**src/hw/rtl/timer_uart_8n1_assert.svh**
```systemverilog
// Assertion macros used by the timer_uart_8n1 top level.
// Each macro expects signals named clk and rst_n in the including module.
`ifndef TIMER_UART_8N1_ASSERT_SVH
`define TIMER_UART_8N1_ASSERT_SVH

// Same-cycle implication, disabled while in reset.
`define TMU_ASSERT_IMPL(lbl, ante, cons) \
    lbl: assert property (@(posedge clk) disable iff (!rst_n) (ante) |-> (cons)) \
        else $error("timer_uart_8n1 assertion failed");

// Next-cycle implication, disabled while in reset.
`define TMU_ASSERT_NEXT(lbl, ante, cons) \
    lbl: assert property (@(posedge clk) disable iff (!rst_n) (ante) |=> (cons)) \
        else $error("timer_uart_8n1 assertion failed");

`endif

```
**src/hw/rtl/tmu_pkg.sv**
```systemverilog
// Package for timer_uart_8n1: sizes, beat payload types and result groups.
// No dependencies; timer_uart_8n1, tmu_tx and tmu_rx import it.
`default_nettype none

package tmu_pkg;

    localparam int TIMER_WIDTH    = 16;
    localparam int DATA_BITS      = 8;
    localparam int FRAME_BITS     = DATA_BITS + 2;
    localparam int RX_TIMER_WIDTH = 17;
    localparam int PERIOD_WIDTH   = 16;
    localparam int TX_CNT_WIDTH   = $clog2(FRAME_BITS + 1);
    localparam int RX_CNT_WIDTH   = $clog2(DATA_BITS + 1);

    localparam logic [PERIOD_WIDTH-1:0] BIT_PERIOD_RESET = 16'd104;

    typedef struct packed {
        logic       rx_line;
        logic       tx_valid;
        logic [7:0] tx_byte;
        logic       tx_last;
    } in_t;

    typedef struct packed {
        logic       tx_line;
        logic       tx_take;
        logic       tx_busy;
        logic       tx_done;
        logic       rx_valid;
        logic [7:0] rx_byte;
    } out_t;

    typedef struct packed {
        logic tx_line;
        logic tx_take;
        logic tx_busy;
        logic tx_done;
    } tx_res_t;

    typedef struct packed {
        logic       rx_valid;
        logic [7:0] rx_byte;
    } rx_res_t;

endpackage

`default_nettype wire

```
**src/hw/rtl/timer_uart_8n1.sv**
```systemverilog
// Top level of timer_uart_8n1: configuration register, both UART halves, result register.
// Depends on tmu_pkg, tmu_tx, tmu_rx and timer_uart_8n1_assert.svh.
`default_nettype none

// Full-duplex 8N1 UART in which every input beat is one tick of the bit timer.
// One input beat is taken per cycle while in_ready is high, and gives exactly
// one result beat, which appears in the output register on the cycle after
// acceptance. The single output register sets the rate: in_ready is low only
// while that register holds a result that out_ready does not take in the same
// cycle, so with the output side always ready the block runs at one beat per
// cycle. The bit_period register is written through the cfg channel, which is
// always ready; a new value is used from the next bit timer reload onwards.
module timer_uart_8n1
    import tmu_pkg::*;
(
    input  wire logic                    clk,
    input  wire logic                    rst_n,
    input  wire logic                    cfg_valid,
    output logic                         cfg_ready,
    input  wire logic [PERIOD_WIDTH-1:0] cfg_data,
    input  wire logic                    in_valid,
    output logic                         in_ready,
    input  wire in_t                     in_data,
    output logic                         out_valid,
    input  wire logic                    out_ready,
    output out_t                         out_data
);

    logic [PERIOD_WIDTH-1:0] bit_period_reg;
    logic                    out_valid_reg;
    out_t                    out_data_reg, out_data_next;
    logic                    step;
    tx_res_t                 tx_res;
    rx_res_t                 rx_res;

    assign cfg_ready = 1'b1;
    assign in_ready  = !out_valid_reg || out_ready;
    assign step      = in_valid && in_ready;
    assign out_valid = out_valid_reg;
    assign out_data  = out_data_reg;

    always_ff @(posedge clk or negedge rst_n)
    begin
        if (!rst_n)
        begin
            bit_period_reg <= BIT_PERIOD_RESET;
        end
        else if (cfg_valid)
        begin
            bit_period_reg <= cfg_data;
        end
    end

    tmu_tx u_tx (
        .clk        (clk),
        .rst_n      (rst_n),
        .step       (step),
        .bit_period (bit_period_reg),
        .tx_valid   (in_data.tx_valid),
        .tx_byte    (in_data.tx_byte),
        .tx_last    (in_data.tx_last),
        .res        (tx_res)
    );

    tmu_rx u_rx (
        .clk        (clk),
        .rst_n      (rst_n),
        .step       (step),
        .bit_period (bit_period_reg),
        .rx_line    (in_data.rx_line),
        .res        (rx_res)
    );

    always_comb
    begin
        out_data_next.tx_line  = tx_res.tx_line;
        out_data_next.tx_take  = tx_res.tx_take;
        out_data_next.tx_busy  = tx_res.tx_busy;
        out_data_next.tx_done  = tx_res.tx_done;
        out_data_next.rx_valid = rx_res.rx_valid;
        out_data_next.rx_byte  = rx_res.rx_byte;
    end

    always_ff @(posedge clk or negedge rst_n)
    begin
        if (!rst_n)
        begin
            out_valid_reg <= 1'b0;
        end
        else if (step)
        begin
            out_valid_reg <= 1'b1;
        end
        else if (out_ready)
        begin
            out_valid_reg <= 1'b0;
        end
    end

    always_ff @(posedge clk)
    begin
        if (step)
        begin
            out_data_reg <= out_data_next;
        end
    end

`include "timer_uart_8n1_assert.svh"

    `TMU_ASSERT_NEXT(a_step_fills_out, step, out_valid_reg)
    `TMU_ASSERT_IMPL(a_take_busy, out_valid_reg && out_data_reg.tx_take, out_data_reg.tx_busy)
    `TMU_ASSERT_IMPL(a_done_idle, out_valid_reg && out_data_reg.tx_done,
        !out_data_reg.tx_busy && !out_data_reg.tx_take && out_data_reg.tx_line)
    `TMU_ASSERT_IMPL(a_rx_byte_zero, out_valid_reg && !out_data_reg.rx_valid,
        out_data_reg.rx_byte == 8'd0)

endmodule

`default_nettype wire

```
**src/hw/rtl/tmu_tx.sv**
```systemverilog
// Transmit half of timer_uart_8n1: frame shifter, bit timer and buffer sequencing.
// Depends on tmu_pkg.
`default_nettype none

module tmu_tx
    import tmu_pkg::*;
(
    input  wire logic                    clk,
    input  wire logic                    rst_n,
    input  wire logic                    step,
    input  wire logic [PERIOD_WIDTH-1:0] bit_period,
    input  wire logic                    tx_valid,
    input  wire logic [7:0]              tx_byte,
    input  wire logic                    tx_last,
    output tx_res_t                      res
);

    logic [TIMER_WIDTH-1:0]  timer_reg, timer_next;
    logic [FRAME_BITS-1:0]   shift_reg, shift_next;
    logic [TX_CNT_WIDTH-1:0] bits_reg, bits_next;
    logic                    active_reg, active_next;
    logic                    final_reg, final_next;

    logic [31:0]             period_ext;
    logic [TIMER_WIDTH-1:0]  reload;
    logic [DATA_BITS+7:0]    byte_ext;
    logic [DATA_BITS-1:0]    data;
    logic                    load;

    assign period_ext = 32'(bit_period);
    assign reload     = period_ext[TIMER_WIDTH-1:0];
    assign byte_ext   = {{DATA_BITS{1'b0}}, tx_byte};
    assign data       = byte_ext[DATA_BITS-1:0];

    always_comb
    begin
        timer_next  = timer_reg;
        shift_next  = shift_reg;
        bits_next   = bits_reg;
        active_next = active_reg;
        final_next  = final_reg;
        res         = '0;
        load        = 1'b0;

        if (active_reg)
        begin
            if (bits_reg != '0)
            begin
                if (timer_reg > TIMER_WIDTH'(1))
                begin
                    timer_next = timer_reg - TIMER_WIDTH'(1);
                end
                else
                begin
                    shift_next = shift_reg >> 1;
                    bits_next  = bits_reg - TX_CNT_WIDTH'(1);
                    timer_next = reload;
                    if ((bits_next == '0) && final_reg)
                    begin
                        active_next = 1'b0;
                        final_next  = 1'b0;
                        shift_next  = '1;
                        bits_next   = TX_CNT_WIDTH'(FRAME_BITS);
                        res.tx_done = 1'b1;
                    end
                end
            end
            // A non-final frame that has ended fetches the next byte here.
            if (active_next && (bits_next == '0) && tx_valid)
            begin
                load = 1'b1;
            end
        end
        else if (tx_valid)
        begin
            load = 1'b1;
        end

        if (load)
        begin
            shift_next  = {1'b1, data, 1'b0};
            bits_next   = TX_CNT_WIDTH'(FRAME_BITS);
            timer_next  = reload;
            active_next = 1'b1;
            final_next  = tx_last;
        end

        res.tx_take = load;
        res.tx_busy = active_next;
        res.tx_line = (active_next && (bits_next != '0)) ? shift_next[0] : 1'b1;
    end

    always_ff @(posedge clk or negedge rst_n)
    begin
        if (!rst_n)
        begin
            timer_reg  <= '0;
            shift_reg  <= '1;
            bits_reg   <= TX_CNT_WIDTH'(FRAME_BITS);
            active_reg <= 1'b0;
            final_reg  <= 1'b0;
        end
        else if (step)
        begin
            timer_reg  <= timer_next;
            shift_reg  <= shift_next;
            bits_reg   <= bits_next;
            active_reg <= active_next;
            final_reg  <= final_next;
        end
    end

endmodule

`default_nettype wire

```
**src/hw/rtl/tmu_rx.sv**
```systemverilog
// Receive half of timer_uart_8n1: start edge hunt, sample timer and shifter.
// Depends on tmu_pkg.
`default_nettype none

module tmu_rx
    import tmu_pkg::*;
(
    input  wire logic                    clk,
    input  wire logic                    rst_n,
    input  wire logic                    step,
    input  wire logic [PERIOD_WIDTH-1:0] bit_period,
    input  wire logic                    rx_line,
    output rx_res_t                      res
);

    logic [RX_TIMER_WIDTH-1:0] timer_reg, timer_next;
    logic [DATA_BITS-1:0]      shift_reg, shift_next;
    logic [RX_CNT_WIDTH-1:0]   bits_reg, bits_next;
    logic                      sampling_reg, sampling_next;
    logic                      prev_reg;

    logic [RX_TIMER_WIDTH-1:0] reload;
    logic [RX_TIMER_WIDTH-1:0] start_wait;
    logic [DATA_BITS+7:0]      shift_ext;

    assign reload     = RX_TIMER_WIDTH'(bit_period);
    // The first sample lands in the middle of data bit zero.
    assign start_wait = reload + RX_TIMER_WIDTH'(bit_period >> 1);
    assign shift_ext  = {8'd0, shift_next};

    always_comb
    begin
        timer_next    = timer_reg;
        shift_next    = shift_reg;
        bits_next     = bits_reg;
        sampling_next = sampling_reg;
        res           = '0;

        if (sampling_reg)
        begin
            if (timer_reg > RX_TIMER_WIDTH'(1))
            begin
                timer_next = timer_reg - RX_TIMER_WIDTH'(1);
            end
            else
            begin
                shift_next = {rx_line, shift_reg[DATA_BITS-1:1]};
                if (bits_reg != '0)
                begin
                    bits_next = bits_reg - RX_CNT_WIDTH'(1);
                end
                timer_next = reload;
                if (bits_next == '0)
                begin
                    res.rx_valid  = 1'b1;
                    res.rx_byte   = shift_ext[7:0];
                    bits_next     = RX_CNT_WIDTH'(DATA_BITS);
                    sampling_next = 1'b0;
                end
            end
        end
        else if (prev_reg && !rx_line)
        begin
            sampling_next = 1'b1;
            timer_next    = start_wait;
        end
    end

    always_ff @(posedge clk or negedge rst_n)
    begin
        if (!rst_n)
        begin
            timer_reg    <= '0;
            shift_reg    <= '0;
            bits_reg     <= RX_CNT_WIDTH'(DATA_BITS);
            sampling_reg <= 1'b0;
            prev_reg     <= 1'b1;
        end
        else if (step)
        begin
            timer_reg    <= timer_next;
            shift_reg    <= shift_next;
            bits_reg     <= bits_next;
            sampling_reg <= sampling_next;
            prev_reg     <= rx_line;
        end
    end

endmodule

`default_nettype wire
```
**config.mk**
```make
export PLATFORM = sky130hd
export DESIGN_NAME = timer_uart_8n1
export DESIGN_NICKNAME = d
export VERILOG_FILES = /design/src/hw/rtl/tmu_pkg.sv /design/src/hw/rtl/timer_uart_8n1.sv /design/src/hw/rtl/tmu_tx.sv /design/src/hw/rtl/tmu_rx.sv
export VERILOG_INCLUDE_DIRS = /design/src /design/src/hw/rtl
export SDC_FILE = /design/constraint.sdc
export NUM_CORES = 1
export LEC_CHECK = 0
export BUFFER_PORTS_ARGS = -buffer_cell sky130_fd_sc_hd__clkbuf_2
export CAP_MARGIN = 20
export CELL_PAD_IN_SITES_DETAIL_PLACEMENT = 1
export CELL_PAD_IN_SITES_GLOBAL_PLACEMENT = 2
export CORE_MARGIN = 10
export CORE_UTILIZATION = 35
export DETAILED_ROUTE_END_ITERATION = 10
export PLACE_DENSITY_LB_ADDON = 0.1
export SLEW_MARGIN = 40
export SYNTH_ARGS = -nofsm -noshare
export SYNTH_HDL_FRONTEND = slang
export SYNTH_HIERARCHICAL = 1
export SYNTH_SLANG_ARGS = --single-unit
```
**constraint.sdc**
```tcl
create_clock -name clk -period 2.8 [get_ports clk]
set_input_delay 0.28 -clock clk [delete_from_list [all_inputs] [get_ports clk]]
set_output_delay 0.28 -clock clk [all_outputs]
set_load 0.05 [all_outputs]
```
==> results of run 1 <==
## cell usage in the layout (no fill, tap or decap), types with 17 or more instances in the layout
cell type / instances
dfrtp_1: 62
nor2_1: 54
clkbuf_2: 45
nand2_1: 44
buf_4: 43
a21oi_1: 40
o21ai_0: 32
ha_1: 24
inv_1: 20
nor3_1: 18
dfstp_2: 17
## how the worst max path moves through the flow
stage / from / to / slack [ns] / cells past startpoint
2_1_floorplan: u_tx/timer_reg[4]$_DFFE_PN0P_ / u_tx/timer_reg[7]$_DFFE_PN0P_ / -0.07 / 9
3_3_place_gp: u_tx/timer_reg[7]$_DFFE_PN0P_ / u_tx/timer_reg[13]$_DFFE_PN0P_ / -0.09 / 9
3_5_place_dp: u_tx/timer_reg[7]$_DFFE_PN0P_ / u_tx/timer_reg[0]$_DFFE_PN0P_ / -0.17 / 8
4_1_cts: u_tx/timer_reg[7]$_DFFE_PN0P_ / u_tx/bits_reg[1]$_DFFE_PN1P_ / -0.10 / 7
5_1_grt: u_tx/timer_reg[6]$_DFFE_PN0P_ / u_tx/timer_reg[3]$_DFFE_PN0P_ / -0.19 / 9
6_report: u_tx/timer_reg[7]$_DFFE_PN0P_ / u_tx/bits_reg[1]$_DFFE_PN1P_ / -0.14 / 8
## per-stage QoR
stage	utilization, %	setup WS, ns	setup TNS (ns)
finish	43.6	-0.138	-1.17
global route	43.6	-0.186	-3.60
CTS	43.1	-0.103	-0.925
detailed placement	40.0	-0.169	-3.23
global placement	40.0	-0.0862	-0.869
floorplan	-	-0.0714	-0.364
## layout make-up
cell class              instances  area share [%]
multi-input cells             483            48.5
flip-flops and latches         92            32.8
repair buffers                104            10.0
well taps                     220            3.78
clock buffers                   9            3.09
inverters                      20            1.03
clock inverters                 7           0.774
## synthesized netlist by cell type (all sizes together) (7+ instances only)
master	number	area share (%)
mux2	25	5.3
nand2b	7	0.73
dfstp	17	7.4
a22oi	7	0.87
a31oi	12	1.2
o211ai	11	1.5
buf	19	2.6
nand3	11	0.92
clkbuf	14	0.87
nor4	11	1.5
or2	11	1.2
dfrtp	62	26
inv	20	1.2
edfxtp	13	6.5
xnor2	13	1.9
a21o	15	1.9
a21oi	42	3.6
xor2	9	1.3
nor3	20	1.8
nand2	47	3.0
nor2	56	3.8
ha	24	5.0
o21ai	50	4.2
and2	13	1.4
mux2i	7	1.2
or3	10	1.1
## what timing repair did
item                       in CTS  in global routing
setup endpoints to repair      31                 35
gates resized for setup        60                 10
pin swaps                      25                  9
buffers inserted                5                  3
## worst max-delay path: cells and delay by family, from the launching register on
kind            cells  cell delay [ns]
simple gates        3             1.60
buf+inv             1             0.15
flops               1             0.39
compound gates      4             0.71
## cell families after synthesis
family                   synth area share, %
buffers and inverters                   4.75
flip-flops                              39.8
XOR/XNOR                                3.21
AO/OA/AOI/OAI                           21.8
other                                 0.0624
adder cells (fa/ha/maj)                 5.33
AND/OR/NAND/NOR                         18.6
multiplexers                            6.48
## power groups by stage
| stage | clock network [W] | logic (W) | registers [W] |
|---|---|---|---|
| after floorplan | 0 | 0.00150 | 0.00213 |
| after global placement | 0 | 0.00214 | 0.00221 |
| after detailed placement | 0 | 0.00220 | 0.00222 |
| after CTS | 0.00125 | 0.00236 | 0.00220 |
| after global routing | 0.00130 | 0.00267 | 0.00227 |
| final | 0.00120 | 0.00241 | 0.00221 |
## per-layer routing
metal | vias to the layer above | share of wire [%] | GRT usage (%)
li1 | 2482 | - | -
met1 | 2558 | 47 | 21.7
met2 | 80 | 48 | 27.9
met3 | 15 | 3.4 | 2.71
met4 | 0 | 1.4 | 5.05
met5 | - | 0 | 0
==> impl_metrics.tcl, run 1 <==
set metrics [dict create \
    status "finished, violations left" \
    violations "hold timing, setup timing" \
    startpoint_type "register" \
    path_cells "or4_4 -> or4b_4 -> buf_6 -> o31a_1 -> o22ai_2 -> a21boi_2 -> or4_4 -> o22a_1" \
    p_leak_nw 3.10 \
    final_cell_count_no_fill 935 \
    grt_usage_pct 16.7 \
    ys_seq_elements 92 \
    reg2reg_depth 8 \
    setup_viol 27 \
    r2r-start "u_tx/timer_reg[7]$_DFFE_PN0P_" \
    multi_input_area_um2 3530 \
    final_nets 767 \
    drv_slew 0 \
    path_clk_slew_ns 0.07 \
    rows 47 \
    async_reset_ff_share_pct 85.9 \
    finalCritPeriodShare_pct 105 \
    die_x_um 151 \
    grt_max_degree 78 \
    via_per_inst 5.49 \
    dp.cells 911 \
    h-tree-depth 3 \
    area_delta_synth_final_pct 21.2 \
    place.gp.congestion 0.856 \
    drive_above_1_share_pct 30.2 \
    critPathMaxFanout 4 \
    stdcell_area_um2 7280 \
    syn_area_um2 6010 \
    reg2reg_slack_ns -0.14 \
    grt_pass1_vias 5405 \
    nFillCells 1919 \
    die_h_um 151 \
    die_area_um2 22800 \
    power_frac_comb_pct 41.4 \
    postSynthCellCount 628 \
    io_buffer_count 46 \
    yosysSeqAreaShare_pct 39.8 \
    min_period_ns 2.94 \
    fmax_mhz 340 \
    arrival_ns 3.22 \
    max_stage_delay_ns 0.54 \
    critPathRequiredTime_ns 3.08 \
    synth_top_flop_cell "dfrtp_1" \
    insertion_delay_ns 0.36 \
    p_per_area_nw_per_um2 799 \
    rsz0062_at_grt "yes" \
    syn_avg_cell_area_um2 9.56 \
    detail_route.wl_per_cell_um 19.7 \
    critPathKind "register to register" \
    drv_cap 0 \
    hold_violations 48 \
    crit_slowest_cell "or4_4" \
    overflow 0 \
    synth.distinct_cells 82 \
    antenna_found_initial 0 \
    switching_share_pct 39.5 \
    ios 48 \
    wl_um 18400 \
    core-area_um2 16700 \
    cts_tree "done" \
    power.switching_w 0.00230 \
    rr_endpoint "u_tx/bits_reg[1]$_DFFE_PN1P_" \
    endpoint_kind "register" \
    dr.pass1.iters 4 \
    cts_hold_buf 0 \
    drt_iter0_drc 242 \
    largest_reg_flops 17 \
    clockBufferDepth 2 \
    ant_nets 0 \
    hold-worst-slack_ns -0.0449 \
    ff_latch_area_um2 2390 \
    clock-sinks 92 \
    vdd_ir_drop_max_mv 0.403 \
    drc 0 \
    yosysWarnings 6 \
    initial_core_util_pct 36.0 \
    pwr-share-clk_pct 20.7 \
    dr_total_vias 5135 \
    synth_edf_count 13 \
    antennaDiodeCount 0 \
    p_total_w 0.00582 \
    internal-power_w 0.00352 \
    critical_path.most_common_cell "or4_4" \
    finClkSkew_ns 0.00662 \
    place_area_um2 6680 \
    finalWorstSetupSlack_ns -0.138 \
    worstMarginPinSlew_ns 0.753 \
    grt_pass1_wl_um 30100 \
    dp_hpwl_um 13500 \
    root_buffer "clkbuf_16" \
    p_seq_share_pct 38.0 \
    relSlewSlack_pct 49.8 \
    hold_class "input pin to async pin" \
    cts_buffers 9 \
    synth_nets 685 \
]
Note: power is estimated with default switching activity, not from simulation.
==> inputs of run 2 (changes only) <==
--- a/config.mk
+++ b/config.mk
@@ -13,7 +13,7 @@
 export CORE_MARGIN = 10
 export CORE_UTILIZATION = 35
 export DETAILED_ROUTE_END_ITERATION = 10
-export PLACE_DENSITY_LB_ADDON = 0.1
+export PLACE_DENSITY = 0.85
 export SLEW_MARGIN = 40
 export SYNTH_ARGS = -nofsm -noshare
 export SYNTH_HDL_FRONTEND = slang
==> run 2 against run 1 <==
Against the previous run: the flow still finishes with violations (hold timing, setup timing); routed wire length decreased by 1.9%; cell count is 0.96% higher; sequential power about the same; critical endpoint unchanged; hold slack better by 0.018 ns; design area grew 1.9%.
==> impl_metrics.tcl, run 2 (synthesis results as in run 1) <==
set metrics [dict create \
    nFillCells 1901 \
    place.gp.congestion 0.904 \
    p_per_area_nw_per_um2 798 \
    critPathBufInv 1 \
    endpoint_kind "register" \
    grt_max_degree 80 \
    root_buffer "clkbuf_16" \
    overflow 0 \
    drive_above_1_share_pct 30.9 \
    drc 0 \
    finalWorstSetupSlack_ns -0.113 \
    drv_cap 0 \
    worstMarginPinSlew_ns 0.725 \
    core-area_um2 16700 \
    rr_endpoint "u_tx/bits_reg[1]$_DFFE_PN1P_" \
    vdd_ir_drop_max_mv 0.332 \
    antennaDiodeCount 0 \
    cts_hold_buf 0 \
    drv_slew 0 \
    path_cells "or4_4 -> or4b_4 -> buf_6 -> o31a_1 -> o22ai_2 -> a21boi_2 -> or4_4 -> o22a_1" \
    max_stage_delay_ns 0.56 \
    setup_tns_ns -0.959 \
    wl_um 18100 \
    antenna_found_initial 0 \
    p_leak_nw 3.15 \
    clockBufferDepth 2 \
    die_x_um 151 \
    crit_slowest_cell "or4_4" \
    via_per_inst 5.62 \
    ant_nets 0 \
    rsz0062_at_grt "yes" \
    fmax_mhz 343 \
    cts_tree "done" \
    drt_iter0_drc 303 \
    arrival_ns 3.19 \
    grt_usage_pct 15.6 \
    ios 48 \
    critPathRequiredTime_ns 3.08 \
    finalCritPeriodShare_pct 104 \
    initial_core_util_pct 36.0 \
    hold_class "input pin to async pin" \
    r2r-start "u_tx/timer_reg[7]$_DFFE_PN0P_" \
    grt_pass1_wl_um 28800 \
    hold_violations 32 \
    relSlewSlack_pct 51.7 \
    final_util_pct 44.4 \
    grt_pass1_vias 5532 \
    dr_total_vias 5303 \
    final_nets 776 \
    die_area_um2 22800 \
    setup_viol 27 \
    status "finished, violations left" \
    critPathKind "register to register" \
    mostFrequentLayoutCells "dfrtp_1, nor2_1, buf_4, clkbuf_2, nand2_1" \
    die_h_um 151 \
    critPathMaxFanout 5 \
    area_delta_synth_final_pct 23.4 \
    clock-sinks 92 \
    h-tree-depth 3 \
    dr.pass1.iters 4 \
    cts_buffers 9 \
    dp_hpwl_um 13000 \
    reg2reg_slack_ns -0.11 \
    finClkSkew_ns 0.0103 \
    critical-path-top-delay-family "simple AND/OR/NAND/NOR gates" \
    final_common_cell "dfrtp_1" \
    min_period_ns 2.91 \
    io_buffer_count 46 \
    critical_path.most_common_cell "or4_4" \
    hold-worst-slack_ns -0.0272 \
    violations "hold timing, setup timing" \
    largest_reg_flops 17 \
    rows 47 \
    startpoint_type "register" \
    path_clk_slew_ns 0.07 \
    insertion_delay_ns 0.36 \
    detail_route.wl_per_cell_um 19.2 \
    reg2reg_depth 8 \
]
-- run 2: cell count changes in the layout (fill, tap and decap cells not counted), moves of 4 or more --
| cell | delta |
|---|---|
| a31oi_1 | -4 |
| or2_2 | +5 |
| o21ai_0 | +5 |
| o21ai_1 | -4 |
| buf_4 | +5 |
| or2_4 | -5 |
-- run 2: where the power goes --
part / total, W / internal [W] / switching [W]
registers: 0.00220 / 0.00179 / 0.000413
clock network: 0.00122 / 0.000624 / 0.000596
logic: 0.00249 / 0.00117 / 0.00132
-- run 2: layout make-up --
cell class	instances	area (µm²)	area share, %
Tap cell	220	275	3.71
Clock buffer	9	225	3.04
Timing Repair Buffer	113	861	11.6
Multi-Input combinational cell	483	3520	47.5
Clock inverter	7	68.8	0.928
Sequential cell	92	2390	32.2
Inverter	20	75.1	1.01
-- run 2: repair_timing --
item                       in CTS  in global routing
setup buffers                   2                  4
pin swaps                       8                 12
gates cloned                    0                  2
setup endpoints to repair      30                 33
resized for setup              32                 30
-- run 2: through the flow --
stage          std cells  power [W]  setup WS, ns  area, µm²
2_1_floorplan        628    0.00363       -0.0714       6010
3_3_place_gp         920    0.00432       -0.0849       6770
3_5_place_dp         920    0.00446        -0.164       6780
4_1_cts              938    0.00578       -0.0922       7190
5_1_grt              944    0.00634        -0.209       7410
6_report             944    0.00592        -0.113       7410
-- run 2: routing by layer --
layer | up-vias | GRT usage [%] | part of all wire, %
li1 | 2514 | - | -
met1 | 2674 | 19.9 | 46
met2 | 99 | 26.3 | 48
met3 | 16 | 3.16 | 4.4
met4 | 0 | 4.14 | 1.4
met5 | - | 0 | 0
-- run 2: worst max-delay path by stage --
stage / from / end / slack, ns / cells past startpoint
after CTS: u_tx/timer_reg[7]$_DFFE_PN0P_ / u_tx/timer_reg[14]$_DFFE_PN0P_ / -0.09 / 9
after global placement: u_tx/timer_reg[7]$_DFFE_PN0P_ / u_tx/timer_reg[13]$_DFFE_PN0P_ / -0.08 / 10
final: u_tx/timer_reg[7]$_DFFE_PN0P_ / u_tx/bits_reg[1]$_DFFE_PN1P_ / -0.11 / 8
after detailed placement: u_tx/timer_reg[7]$_DFFE_PN0P_ / u_tx/shift_reg[8]$_DFFE_PN1P_ / -0.16 / 9
after floorplan: u_tx/timer_reg[4]$_DFFE_PN0P_ / u_tx/timer_reg[7]$_DFFE_PN0P_ / -0.07 / 9
after global routing: u_tx/timer_reg[7]$_DFFE_PN0P_ / u_tx/timer_reg[14]$_DFFE_PN0P_ / -0.21 / 9
